<file path="src/hw/rtl/slfr_pkg.sv">
`default_nettype none

package slfr_pkg;

    localparam int BUF_DEPTH_DEF = 64;
    localparam int BYTE_W        = 8;
    localparam int IDX_W         = 6;
    localparam int POLL_W        = 17;
    localparam int TMO_W         = 16;
    localparam int BLEN_W        = 7;
    localparam int LIMIT_W       = 9;
    localparam int CFG_IDX_W     = 3;
    localparam int CFG_DATA_W    = 16;
    localparam int M_TDATA_W     = 32;

    localparam logic [BYTE_W-1:0] PRINTABLE_ABOVE = 8'd31;

    localparam logic              TEXT_MODE_RST   = 1'b1;
    localparam logic              USE_TERM_RST    = 1'b1;
    localparam logic [BYTE_W-1:0] TERM_BYTE_RST   = 8'd10;
    localparam logic [BLEN_W-1:0] BUF_LEN_RST     = 7'd64;
    localparam logic [TMO_W-1:0]  TMO_LIMIT_RST   = 16'd50000;

    typedef enum logic [CFG_IDX_W-1:0] {
        REG_TEXT_MODE      = 3'd0,
        REG_USE_TERMINATOR = 3'd1,
        REG_TERMINATOR     = 3'd2,
        REG_BUFFER_LENGTH  = 3'd3,
        REG_TIMEOUT_LIMIT  = 3'd4
    } cfg_reg_t;

    typedef struct packed {
        logic              text_mode;
        logic              use_terminator;
        logic [BYTE_W-1:0] terminator_byte;
        logic [BLEN_W-1:0] buffer_length;
        logic [TMO_W-1:0]  timeout_limit;
    } cfg_t;

    typedef struct packed {
        logic              store_valid;
        logic [IDX_W-1:0]  store_index;
        logic [BYTE_W-1:0] store_data;
        logic              frame_done;
        logic              frame_good;
        logic              ended_by_terminator;
        logic              ended_by_timeout;
        logic              ended_by_overflow;
        logic [IDX_W-1:0]  frame_length;
    } result_t;

endpackage

`default_nettype wire

</file>
<file path="src/hw/rtl/slfr_cfg_regs.sv">
`default_nettype none

module slfr_cfg_regs
    import slfr_pkg::*;
(
    input  wire logic                  aclk,
    input  wire logic                  aresetn,
    input  wire logic                  cfg_valid,
    output logic                       cfg_ready,
    input  wire logic [CFG_IDX_W-1:0]  cfg_index,
    input  wire logic [CFG_DATA_W-1:0] cfg_data,
    output cfg_t                       cfg_o
);

    cfg_t cfg_reg;
    cfg_t cfg_next;

    assign cfg_ready = 1'b1;
    assign cfg_o     = cfg_reg;

    always_comb begin
        cfg_next = cfg_reg;
        if (cfg_valid) begin
            unique case (cfg_reg_t'(cfg_index))
                REG_TEXT_MODE:      cfg_next.text_mode       = cfg_data[0];
                REG_USE_TERMINATOR: cfg_next.use_terminator  = cfg_data[0];
                REG_TERMINATOR:     cfg_next.terminator_byte = cfg_data[BYTE_W-1:0];
                REG_BUFFER_LENGTH:  cfg_next.buffer_length   = cfg_data[BLEN_W-1:0];
                REG_TIMEOUT_LIMIT:  cfg_next.timeout_limit   = cfg_data[TMO_W-1:0];
                default:            cfg_next = cfg_reg;
            endcase
        end
    end

    always_ff @(posedge aclk) begin
        if (!aresetn) begin
            cfg_reg.text_mode       <= TEXT_MODE_RST;
            cfg_reg.use_terminator  <= USE_TERM_RST;
            cfg_reg.terminator_byte <= TERM_BYTE_RST;
            cfg_reg.buffer_length   <= BUF_LEN_RST;
            cfg_reg.timeout_limit   <= TMO_LIMIT_RST;
        end else begin
            cfg_reg <= cfg_next;
        end
    end

endmodule

`default_nettype wire

</file>
<file path="src/hw/rtl/slfr_frame_logic.sv">
`default_nettype none

module slfr_frame_logic
    import slfr_pkg::*;
#(
    parameter int BUF_DEPTH = BUF_DEPTH_DEF,
    parameter int CNT_W     = $clog2(BUF_DEPTH)
) (
    input  wire cfg_t                cfg_i,
    input  wire logic                in_frame_i,
    input  wire logic [CNT_W-1:0]    count_i,
    input  wire logic [POLL_W-1:0]   poll_i,
    input  wire logic                mode_i,
    input  wire logic [BYTE_W-1:0]   byte_i,
    output result_t                  res_o,
    output logic                     in_frame_o,
    output logic [CNT_W-1:0]         count_o,
    output logic [POLL_W-1:0]        poll_o
);

    localparam int EXT_W = (CNT_W > IDX_W) ? CNT_W : IDX_W;
    localparam logic [LIMIT_W-1:0] DEPTH_L = LIMIT_W'(BUF_DEPTH);

    logic [LIMIT_W-1:0] cap;
    logic [LIMIT_W-1:0] limit;
    logic               active;
    logic               filter;
    logic [CNT_W-1:0]   cnt_base;
    logic [POLL_W-1:0]  poll_base;
    logic [POLL_W-1:0]  poll_inc;
    logic               room;
    logic               is_term;
    logic               keep;
    logic               sv;
    logic               term;
    logic               ovf;
    logic               tmo;
    logic               done;
    logic [CNT_W-1:0]   cnt_next;
    logic [EXT_W-1:0]   idx_ext;
    logic [EXT_W-1:0]   len_ext;

    always_comb begin
        cap   = (LIMIT_W'(cfg_i.buffer_length) > DEPTH_L) ? DEPTH_L
                                                          : LIMIT_W'(cfg_i.buffer_length);
        limit = (cap == '0) ? '0 : cap - LIMIT_W'(1);

        active    = in_frame_i | mode_i;
        filter    = cfg_i.text_mode & cfg_i.use_terminator;
        cnt_base  = in_frame_i ? count_i : '0;
        poll_base = in_frame_i ? poll_i : '0;
        poll_inc  = poll_base + POLL_W'(1);

        room    = LIMIT_W'(cnt_base) < limit;
        is_term = filter && (byte_i == cfg_i.terminator_byte);
        keep    = !filter || (byte_i > PRINTABLE_ABOVE);

        term = mode_i & room & is_term;
        sv   = mode_i & room & keep;
        ovf  = mode_i & ~room;
        tmo  = active && (poll_inc > POLL_W'(cfg_i.timeout_limit));
        done = term | tmo | ovf;

        cnt_next = cnt_base + CNT_W'(sv);
        idx_ext  = EXT_W'(cnt_base);
        len_ext  = EXT_W'(cnt_next);

        res_o.store_valid         = sv;
        res_o.store_index         = sv ? idx_ext[IDX_W-1:0] : '0;
        res_o.store_data          = sv ? byte_i : '0;
        res_o.frame_done          = done;
        res_o.frame_good          = done & ~ovf & ~(tmo & filter & ~term);
        res_o.ended_by_terminator = term;
        res_o.ended_by_timeout    = tmo;
        res_o.ended_by_overflow   = ovf;
        res_o.frame_length        = active ? len_ext[IDX_W-1:0] : '0;

        in_frame_o = active & ~done;
        count_o    = cnt_next;
        poll_o     = poll_inc;
    end

endmodule

`default_nettype wire

</file>
<file path="src/hw/rtl/serial_line_frame_receiver.sv">
// Serial line frame receiver.
// Slave stream: one transaction per poll period; s_tuser is 1 when the
// period carries a received byte in s_tdata, 0 for an empty poll.
// Master stream: one transaction per input transaction, in order, giving the
// byte to store with its buffer index, the end-of-frame causes, the frame
// status and the running length; m_tlast marks the transaction that ends a
// frame. The consumer writes the trailing zero at index frame_length.
// Config channel: cfg_index selects text_mode (0), use_terminator (1),
// terminator_byte (2), buffer_length (3), timeout_limit (4); always ready. Users
// must write it only while no transaction is in flight; the block does not enforce it.
// m_tvalid rises once the slave transaction has passed the input register, then
// the result register. Throughput: one transaction per cycle while m_tready is high,
// set by the combinational frame state update between the two registers.
// Reset: idle, both stages empty, registers at their defaults.
// Stall: with m_tready low the result register holds, the input register
// still takes one transaction, then s_tready drops until m_tready returns.
`default_nettype none

module serial_line_frame_receiver
    import slfr_pkg::*;
#(
    parameter int BUF_DEPTH = BUF_DEPTH_DEF
) (
    input  wire logic                  aclk,
    input  wire logic                  aresetn,
    input  wire logic                  s_tvalid,
    output logic                       s_tready,
    input  wire logic [BYTE_W-1:0]     s_tdata,   // [7:0] rx_byte
    input  wire logic                  s_tuser,   // [0] mode
    output logic                       m_tvalid,
    input  wire logic                  m_tready,
    output logic [M_TDATA_W-1:0]       m_tdata,   // [0] store_valid, [6:1] store_index,
                                                  // [14:7] store_data, [15] frame_good,
                                                  // [16] ended_by_terminator,
                                                  // [17] ended_by_timeout,
                                                  // [18] ended_by_overflow,
                                                  // [24:19] frame_length, [31:25] zero
    output logic                       m_tlast,   // frame_done
    input  wire logic                  cfg_valid,
    output logic                       cfg_ready,
    input  wire logic [CFG_IDX_W-1:0]  cfg_index,
    input  wire logic [CFG_DATA_W-1:0] cfg_data
);

    localparam int CNT_W = $clog2(BUF_DEPTH);

    cfg_t              cfg;
    logic              in_valid_reg;
    logic              in_mode_reg;
    logic [BYTE_W-1:0] in_byte_reg;
    logic              out_valid_reg;
    result_t           out_res_reg;
    result_t           out_res_next;
    logic              in_frame_reg;
    logic              in_frame_next;
    logic [CNT_W-1:0]  count_reg;
    logic [CNT_W-1:0]  count_next;
    logic [POLL_W-1:0] poll_reg;
    logic [POLL_W-1:0] poll_next;
    logic              advance;

    slfr_cfg_regs u_cfg (
        .aclk      (aclk),
        .aresetn   (aresetn),
        .cfg_valid (cfg_valid),
        .cfg_ready (cfg_ready),
        .cfg_index (cfg_index),
        .cfg_data  (cfg_data),
        .cfg_o     (cfg)
    );

    slfr_frame_logic #(
        .BUF_DEPTH (BUF_DEPTH),
        .CNT_W     (CNT_W)
    ) u_logic (
        .cfg_i      (cfg),
        .in_frame_i (in_frame_reg),
        .count_i    (count_reg),
        .poll_i     (poll_reg),
        .mode_i     (in_mode_reg),
        .byte_i     (in_byte_reg),
        .res_o      (out_res_next),
        .in_frame_o (in_frame_next),
        .count_o    (count_next),
        .poll_o     (poll_next)
    );

    assign advance  = in_valid_reg && (!out_valid_reg || m_tready);
    assign s_tready = !in_valid_reg || advance;
    assign m_tvalid = out_valid_reg;
    assign m_tlast  = out_res_reg.frame_done;
    assign m_tdata  = {7'd0,
                       out_res_reg.frame_length,
                       out_res_reg.ended_by_overflow,
                       out_res_reg.ended_by_timeout,
                       out_res_reg.ended_by_terminator,
                       out_res_reg.frame_good,
                       out_res_reg.store_data,
                       out_res_reg.store_index,
                       out_res_reg.store_valid};

    always_ff @(posedge aclk) begin
        if (!aresetn) begin
            in_valid_reg  <= 1'b0;
            out_valid_reg <= 1'b0;
            in_frame_reg  <= 1'b0;
            count_reg     <= '0;
            poll_reg      <= '0;
        end else begin
            if (s_tvalid && s_tready) begin
                in_valid_reg <= 1'b1;
            end else if (advance) begin
                in_valid_reg <= 1'b0;
            end
            if (advance) begin
                out_valid_reg <= 1'b1;
                in_frame_reg  <= in_frame_next;
                count_reg     <= count_next;
                poll_reg      <= poll_next;
            end else if (m_tready) begin
                out_valid_reg <= 1'b0;
            end
        end
    end

    always_ff @(posedge aclk) begin
        if (s_tvalid && s_tready) begin
            in_mode_reg <= s_tuser;
            in_byte_reg <= s_tdata;
        end
        if (advance) begin
            out_res_reg <= out_res_next;
        end
    end

`ifndef SYNTH
    a_good_needs_done: assert property (@(posedge aclk) disable iff (!aresetn)
        out_valid_reg && out_res_reg.frame_good |-> out_res_reg.frame_done)
        else $error("frame_good without frame_done");

    a_no_store_zero: assert property (@(posedge aclk) disable iff (!aresetn)
        out_valid_reg && !out_res_reg.store_valid |->
            out_res_reg.store_index == '0 && out_res_reg.store_data == '0)
        else $error("store fields set without store_valid");

    a_overflow_bad: assert property (@(posedge aclk) disable iff (!aresetn)
        out_valid_reg && out_res_reg.ended_by_overflow |-> !out_res_reg.frame_good)
        else $error("overflowed frame reported good");

    a_done_closes: assert property (@(posedge aclk) disable iff (!aresetn)
        advance && out_res_next.frame_done |=> !in_frame_reg)
        else $error("frame still open after end");
`endif

endmodule

`default_nettype wire

</file>
<file path="config.mk">
export PLATFORM = sky130hd
export DESIGN_NAME = serial_line_frame_receiver
export DESIGN_NICKNAME = d
export VERILOG_FILES = /design/src/hw/rtl/slfr_pkg.sv /design/src/hw/rtl/slfr_cfg_regs.sv /design/src/hw/rtl/slfr_frame_logic.sv /design/src/hw/rtl/serial_line_frame_receiver.sv
export SDC_FILE = /design/constraint.sdc
export NUM_CORES = 1
export LEC_CHECK = 0
export BUFFER_PORTS_ARGS = -buffer_cell sky130_fd_sc_hd__buf_2
export CAP_MARGIN = 10
export CORE_MARGIN = 3
export CORE_UTILIZATION = 52
export CTS_CLUSTER_DIAMETER = 30
export CTS_CLUSTER_SIZE = 40
export DETAILED_ROUTE_END_ITERATION = 7
export PLACE_DENSITY_LB_ADDON = 0.15
export REMOVE_ABC_BUFFERS = 1
export SYNTH_ARGS = -nofsm -noshare
export SYNTH_HDL_FRONTEND = slang
export SYNTH_SLANG_ARGS = --single-unit
</file>
<file path="constraint.sdc">
create_clock -name aclk -period 3.64 [get_ports aclk]
set_clock_uncertainty 0.15 [all_clocks]
set_input_delay 0.728 -clock aclk [delete_from_list [all_inputs] [get_ports aclk]]
set_output_delay 0.728 -clock aclk [all_outputs]
set_load 0.02 [all_outputs]
</file>
### After elaboration in Yosys (flattened, before gate mapping)

Cells that the tools add are included.

* bitwise operators: 18
* equality and inequality tests: 5
* reduce and logical (&&, ||, !) cells: 19
* add/subtract/negate cells: 3
* magnitude comparators: 4
* muxes and demuxes: 8

Operators with widths (number)
* $add 17x1->17 const B: 1
* $gt 17x16->1: 1
* $mux 17: 1
* $and 1x1->1: 10
* $reduce_and 2->1: 5
* $logic_not 9->1: 1
* $lt 6x9->1: 1
* $mux 9: 1
* $sub 9x1->9 const B: 1
* $eq 8x8->1: 1
* $gt 8x5->1 const B: 1
* $gt 7x7->1 const B: 1
* $mux 7: 1
* $add 6x1->6: 1
* $eq 3x2->1 const B: 2
* $mux 6: 1
* $not 1->1: 5
* $logic_and 1x1->1: 4
* $mux 1: 4
* $reduce_bool 2->1: 2
* $eq 3x1->1 const B: 1
* $eq 3x3->1 const B: 1
* $logic_not 1->1: 3
* $logic_not 3->1: 1
* other kinds (2): 6

* word-level logic and storage cells: 78
* register bits after elaboration: 94

### Longest topological paths before layout

Gate-level depths: netlist of run 1.

* word-level depth: 11
* gate-level depth with buffers: 21

### Cells and area by module

From an unflattened synthesis of run 1, not the netlist that was laid out.

* cells, all modules: 537
* area, all modules: 5186.2 µm²

Modules (own cells, without submodules)
* serial_line_frame_receiver: area an instance 2175.8 µm², instances 1, cells an instance 157
* slfr_frame_logic: area an instance 1635.3 µm², instances 1, cells an instance 243
* slfr_cfg_regs: area an instance 1375.1 µm², instances 1, cells an instance 137

### Worst setup path before layout of run 1

OpenSTA, ideal clock, no wires.

* path kind: reg2reg
* start: reg in_frame_reg
* end: reg out_res_reg, in the netlist m_tdata[15] (data pin)
* slack: -0.227 ns
* stages on the path, launching flop included: 16
* setup time: 0.159 ns
* clock period less this slack: 3.867 ns
* arrival time: 3.558 ns
* buffers on the path: 2
* cell sequence: dfxtp_1 > clkbuf_1 > and2_1 > ha_1 > nand3_2 > or4_1 > buf_2 > or3_1 > a21oi_1 > ha_1 > nand2_1 > nor3_1 > and3_1 > a211oi_1 > o2111ai_1 > a22oi_1

RTL lines
* start: declaration: RTL line serial_line_frame_receiver.sv:54 `logic in_frame_reg;`
* start signal: assignment: RTL line serial_line_frame_receiver.sv:117 `in_frame_reg <= in_frame_next;`
* end signal: assignment: RTL line serial_line_frame_receiver.sv:132 `out_res_reg <= out_res_next;`
* end: declaration: RTL line serial_line_frame_receiver.sv:52 `result_t out_res_reg;`

==> qor.yml, run 1 <==
num_vias: 4004
synth_top_area_share: 0.249
dpl_cell_area_um2: 5200
grt_overflow_total: 0
grt_use_total: 0.222
setup_viol: 0
cp_common_cell: "buf_4"
syn_to_final_growth_pct: 17.4
synth_ff_type: "dfxtp_1"
largest_reg_flops: 33
num_io_pins: 69
cts_buffer_depth: 2
path_cells: "and2_4 > ha_2 > nand3_2 > or4_4 > buf_4 > xor2_1 > ha_1 > a21oi_2 > nor3_4 > buf_4 > a2111oi_4 > a211oi_2 > buf_4 > o2111ai_2 > a22oi_1"
synthesis.area_um2: 4740
die-area_um2: 10300
dp_hpwl_um: 7620
grt_pass1_vias: 3851
grt_pass1_wl_um: 17900
final_core_util: 0.632
syn_avg_cell_area_um2: 8.70
seq_area_frac_synth: 0.471
insertion_delay_ns: 0.37
critPathMaxStageDelay_ns: 0.53
status: "completed"
antenna_found_initial: 0
hold_buffers: 0
layout-drive-gt1-share: 0.205
antenna_left: 0
dp_slack_ns: -0.341
synth-async-reset-ratio: 0
routedWlPerCell_um: 15.2
synthTopCellsByArea: "dfxtp_1, edfxtp_1, nand2_1, ha_1, a21oi_1"
yosysUniqueCellTypes: 51
finalHoldViolCount: 0
cts-root-buf: "clkbuf_8"
nNetsFinal: 672
worstPathArrival_ns: 3.57
ys_ff_latch: 94
fmax_ghz: 0.277
drv_slew: 0
post-route-drc-count: 0
synth_top_area_cell: "dfxtp_1"
routed_wl_um: 11100
rsz0062_at_grt: "yes"
fp.dieW_um: 102
io_buffers: 60
hold_class: "reg -> reg"
clock_sinks: 94
critPathKind: "reg -> reg"
cts_max_level: 3
crit_path_end_kind: "flop"
pwr_density_cell_nw_per_um2: 367
die_height_um: 102
drtIter0Drc: 164
via_per_inst: 5.51
cts_buffers: 9
antenna_cells: 0
worst_pin_slew_ns: 0.834
period_needed_ns: 3.60
yosysWarningCount: 0
critical_path.max_fanout: 6
p_leak_uw: 0.00226
fp.coreArea_um2: 8810
num_rows: 34
cp_slowest_cell: "or4_4"
slew_headroom: 0.444
cap_violations: 0
clkTransAtPathRegs_ns: 0.10
fin_crit_sh: 0.990
cp-start-kind: "flop"
gp_congestion: 0.813
grt_max_degree: 37
cts_tree: "yes"
irDropWorstVdd_mv: 0.190
start_util: 0.539
synth-edff-count: 35
syn-instance-count: 545
synth_commonest_cells: "nand2_1, dfxtp_1, a21oi_1, nor2_1, edfxtp_1"
cp.required_ns: 3.61
fin_area_um2: 5570
timing.setup.tns_ns: 0
drt-pass1-iter-count: 4
yosysMostFrequentCell: "nand2_1"
layout_setup_ws_ns: 0.0357
-- area by class of cell --
class	instances	area, um^2
timing repair buffer	85	488
clock buffer	10	128
multi-input combinational	400	2420
tap	108	135
inverter	24	90.1
sequential	94	2230
fill	730	3240
clock inverter	6	70.1
-- placed cells by master (no fill, tap or decap), types with 3 or more instances in the layout --
cell / instances
nor4_1: 3
and3_1: 13
ha_1: 22
nand3_1: 18
and2_1: 17
nor3_1: 17
nor2b_1: 4
nor2_1: 46
buf_2: 60
inv_1: 22
xnor2_1: 5
nand2b_1: 5
xor2_1: 20
dfxtp_1: 58
edfxtp_1: 35
nand2_1: 101
inv_6: 3
o21ai_0: 8
o211ai_1: 7
conb_1: 8
buf_4: 25
a211oi_1: 4
nand4_1: 5
clkbuf_8: 9
a21oi_1: 47
a21oi_2: 3
-- stage by stage --
step	hold WS [ns]	cells	power, uW
floorplan	0.286	518	1270
global placement	0.297	707	1340
detailed placement	0.298	707	1350
CTS	0.310	724	2050
global route	0.337	727	2120
finish	0.308	727	2040
-- worst max-delay path: cells and delay by family (launching register included) --
family / cells / cell delay [ns]
flops: 1 / 0.36
buf+inv: 3 / 0.49
fa+ha+maj: 2 / 0.50
simple gates: 4 / 0.83
xor+xnor: 1 / 0.29
compound gates: 5 / 0.73
-- report_power, final --
group          leakage, uW  internal, uW  switching, uW
Sequential        0.000815          1120           18.9
Clock             0.000102           326            383
Combinational      0.00135          62.2            127
-- path summary, 6_finish.rpt --
kind                   start               to  slack [ns]  cells past startpoint
max             in_frame_reg      m_tdata[15]        0.04                     15
min          u_cfg.cfg_o[10]  u_cfg.cfg_o[10]        0.31                      2
min reg2reg  u_cfg.cfg_o[10]  u_cfg.cfg_o[10]        0.31                      2
max reg2reg     in_frame_reg      m_tdata[15]        0.04                     15
-- what timing repair did --
action / in CTS / in global routing
gates cloned: 0 / 0
setup buffers: 1 / 3
endpoints found under the setup margin: 4 / 6
pin swaps: 1 / 7
resized for setup: 9 / 20
-- logic make-up (layout without fill, tap and decap cells) --
group | count (synthesis) | in the layout | synth area share
XOR/XNOR | 25 | 25 | 0.0462
adder cells (fa/ha/maj) | 25 | 25 | 0.0659
AO/OA/AOI/OAI | 94 | 94 | 0.120
AND/OR/NAND/NOR | 246 | 246 | 0.240
multiplexers | 2 | 2 | 0.00422
buffers and inverters | 57 | 125 | 0.0517
flip-flops | 94 | 94 | 0.471
other | 2 | 8 | 0.00158
-- layer usage --
layer / up-vias / track usage / wire length, um
met5: - / 0 / 0
met3: 23 / 0.0365 / 536
li1: 1995 / - / -
met1: 1859 / 0.294 / 4950
met4: 0 / 0.0951 / 207
met2: 127 / 0.360 / 5390
Note: power is estimated with default switching activity, not from simulation.
==> inputs of run 2 (changes only) <==
--- a/config.mk
+++ b/config.mk
@@ -13,7 +13,7 @@
 export CTS_CLUSTER_SIZE = 40
 export DETAILED_ROUTE_END_ITERATION = 7
 export PLACE_DENSITY_LB_ADDON = 0.15
-export REMOVE_ABC_BUFFERS = 1
 export SYNTH_ARGS = -nofsm -noshare
 export SYNTH_HDL_FRONTEND = slang
+export SYNTH_HIERARCHICAL = 1
 export SYNTH_SLANG_ARGS = --single-unit
==> run 2 against run 1 <==
Compared with the run above:
- cell count shrank 0.83%
- critical path depth is 1 lower
- power shrank 1.4%
- critical endpoint unchanged
- combinational power up 5%
==> qor.yml, run 2 <==
start_util: 0.548
layout.cells.non_filler: 721
ys_ff_latch: 94
layout-drive-gt1-share: 0.193
critPathKind: "reg -> reg"
cts_tree: "yes"
antenna_left: 0
largest_reg_flops: 33
routed_wl_um: 10500
post-route-drc-count: 0
clkTransAtPathRegs_ns: 0.10
cp_slowest_cell: "dfxtp_1"
synthTopCellsByArea: "dfxtp_1, edfxtp_1, mux2i_1, nand2_1, ha_1"
dp_slack_ns: 0.142
io_buffers: 60
cts-root-buf: "clkbuf_8"
antenna_found_initial: 0
fp.dieW_um: 106
crit_path_end_kind: "flop"
syn_avg_cell_area_um2: 9.66
dp_hpwl_um: 7510
status: "completed"
nNetsFinal: 645
fin_hold_ws_ns: 0.315
cts_buffer_depth: 2
cts_buffers: 9
finalHoldViolCount: 0
syn-instance-count: 537
clock_sinks: 94
hold_class: "reg -> reg"
pwr_density_cell_nw_per_um2: 350
synth-edff-count: 35
insertion_delay_ns: 0.36
cap_violations: 0
fmax_ghz: 0.289
grt_use_total: 0.189
num_vias: 3773
drv_slew: 0
setup_viol: 0
critPathBufInv: 1
cp.required_ns: 3.60
cp-start-kind: "flop"
die_height_um: 106
grt_overflow_total: 0
yosysMostFrequentCell: "nand2_1"
syn_to_final_growth_pct: 11.0
irDropWorstVdd_mv: 0.168
gp_congestion: 0.844
placed_cells: 704
p_leak_uw: 0.00231
layout_common_cells: "nand2_1, buf_2, mux2i_1, dfxtp_1, edfxtp_1"
synth_top_area_cell: "dfxtp_1"
synth-async-reset-ratio: 0
rsz0062_at_grt: "no"
period_needed_ns: 3.46
grt_pass1_wl_um: 17100
path_cells: "and2_1 > ha_2 > nand3_1 > or2_4 > or3_1 > a21boi_1 > ha_1 > a21oi_1 > nor3_2 > nor3_1 > a211oi_2 > buf_4 > o2111ai_1 > a22oi_1"
fp.coreArea_um2: 9460
worstPathArrival_ns: 3.42
critPathMaxStageDelay_ns: 0.40
layout_setup_ws_ns: 0.184
num_io_pins: 69
die-area_um2: 11200
routedWlPerCell_um: 14.5
fillerInstances: 842
final_common_cell: "nand2_1"
via_per_inst: 5.23
timing.setup.tns_ns: 0
critical_path.max_fanout: 6
fin_crit_sh: 0.949
yosysWarningCount: 6
synth_top_area_share: 0.228
slew_headroom: 0.349
grt_max_degree: 51
grt_pass1_vias: 3627
yosysUniqueCellTypes: 54
num_rows: 35
synth_commonest_cells: "nand2_1, dfxtp_1, mux2i_1, edfxtp_1, and2_1"
antenna_cells: 0
drtIter0Drc: 146
synth_ff_type: "dfxtp_1"
cp_top_family: "simple AND/OR/NAND/NOR gates"
worst_pin_slew_ns: 0.976
drt-pass1-iter-count: 4
cts_max_level: 3
synthesis.area_um2: 5190
hold_buffers: 0
seq_area_frac_synth: 0.430
==> run 2: tightest hold or removal path: cells and delay by family, from the launching register on <==
family / cells / cell delay, ns
flip-flops: 1 / 0.32
AND/OR/NAND/NOR: 1 / 0.05
multiplexers: 1 / 0.05
==> run 2: path summary, 6_finish.rpt <==
path / from / endpoint / slack (ns) / depth (start not counted)
setup / recovery: poll_reg[1] / m_tdata[15] / 0.18 / 14
setup reg to reg: poll_reg[1] / m_tdata[15] / 0.18 / 14
hold reg to reg: u_cfg/cfg_o[2] / u_cfg/cfg_o[2] / 0.31 / 2
hold / removal: u_cfg/cfg_o[2] / u_cfg/cfg_o[2] / 0.31 / 2
==> run 2: cells by family (layout without fill, tap and decap cells) <==
group                      Yosys count  count (layout)  share of synthesized area
AOI/OAI and AO/OA                   39              39                     0.0526
xor gates and xnor gates            26              26                     0.0439
adders and majority gates           25              25                     0.0603
buffers and inverters               58             107                     0.0651
DFF                                 94              94                      0.430
muxes                               58              58                      0.113
other                                2               8                    0.00145
and+or+nand+nor                    235             235                      0.234
==> run 2: through the flow <==
| step | instance area, um^2 | power [uW] | utilization |
|---|---|---|---|
| 2_1_floorplan | 5220 | 1300 | - |
| 3_3_place_gp | 5500 | 1350 | 0.581 |
| 3_5_place_dp | 5500 | 1360 | 0.581 |
| 4_1_cts | 5690 | 2020 | 0.601 |
| 5_1_grt | 5760 | 2090 | 0.608 |
| 6_report | 5760 | 2010 | 0.608 |
==> run 2: cell type report <==
class	count	area, um^2	area share
Multi-Input combinational cell	391	2700	0.469
Clock buffer	9	124	0.0215
Tap cell	129	161	0.0280
Timing Repair Buffer	69	388	0.0674
Inverter	22	82.6	0.0143
Sequential cell	94	2240	0.388
Clock inverter	7	63.8	0.0111
==> run 2: metal layers <==
layer  vias to the layer above  routed length, um  global-route usage
met5                         -                  0                   0
met3                         8                485              0.0367
met1                      1781               4940               0.252
li1                       1902                  -                   -
met4                         0                 95              0.0407
met2                        82               4940               0.318
==> run 2: repair_timing <==
action | in CTS | in global routing
hold endpoints to repair | 0 | 0
buffers inserted | 0 | 1
endpoints found under the setup margin | 0 | 13
resized for setup | 0 | 18
==> run 2: power breakdown <==
group / internal, uW / switching [uW] / total, uW
clock: 265 / 411 / 676
sequential: 1120 / 16.9 / 1140
combinational: 75.9 / 122 / 198
total: 1460 / 549 / 2010
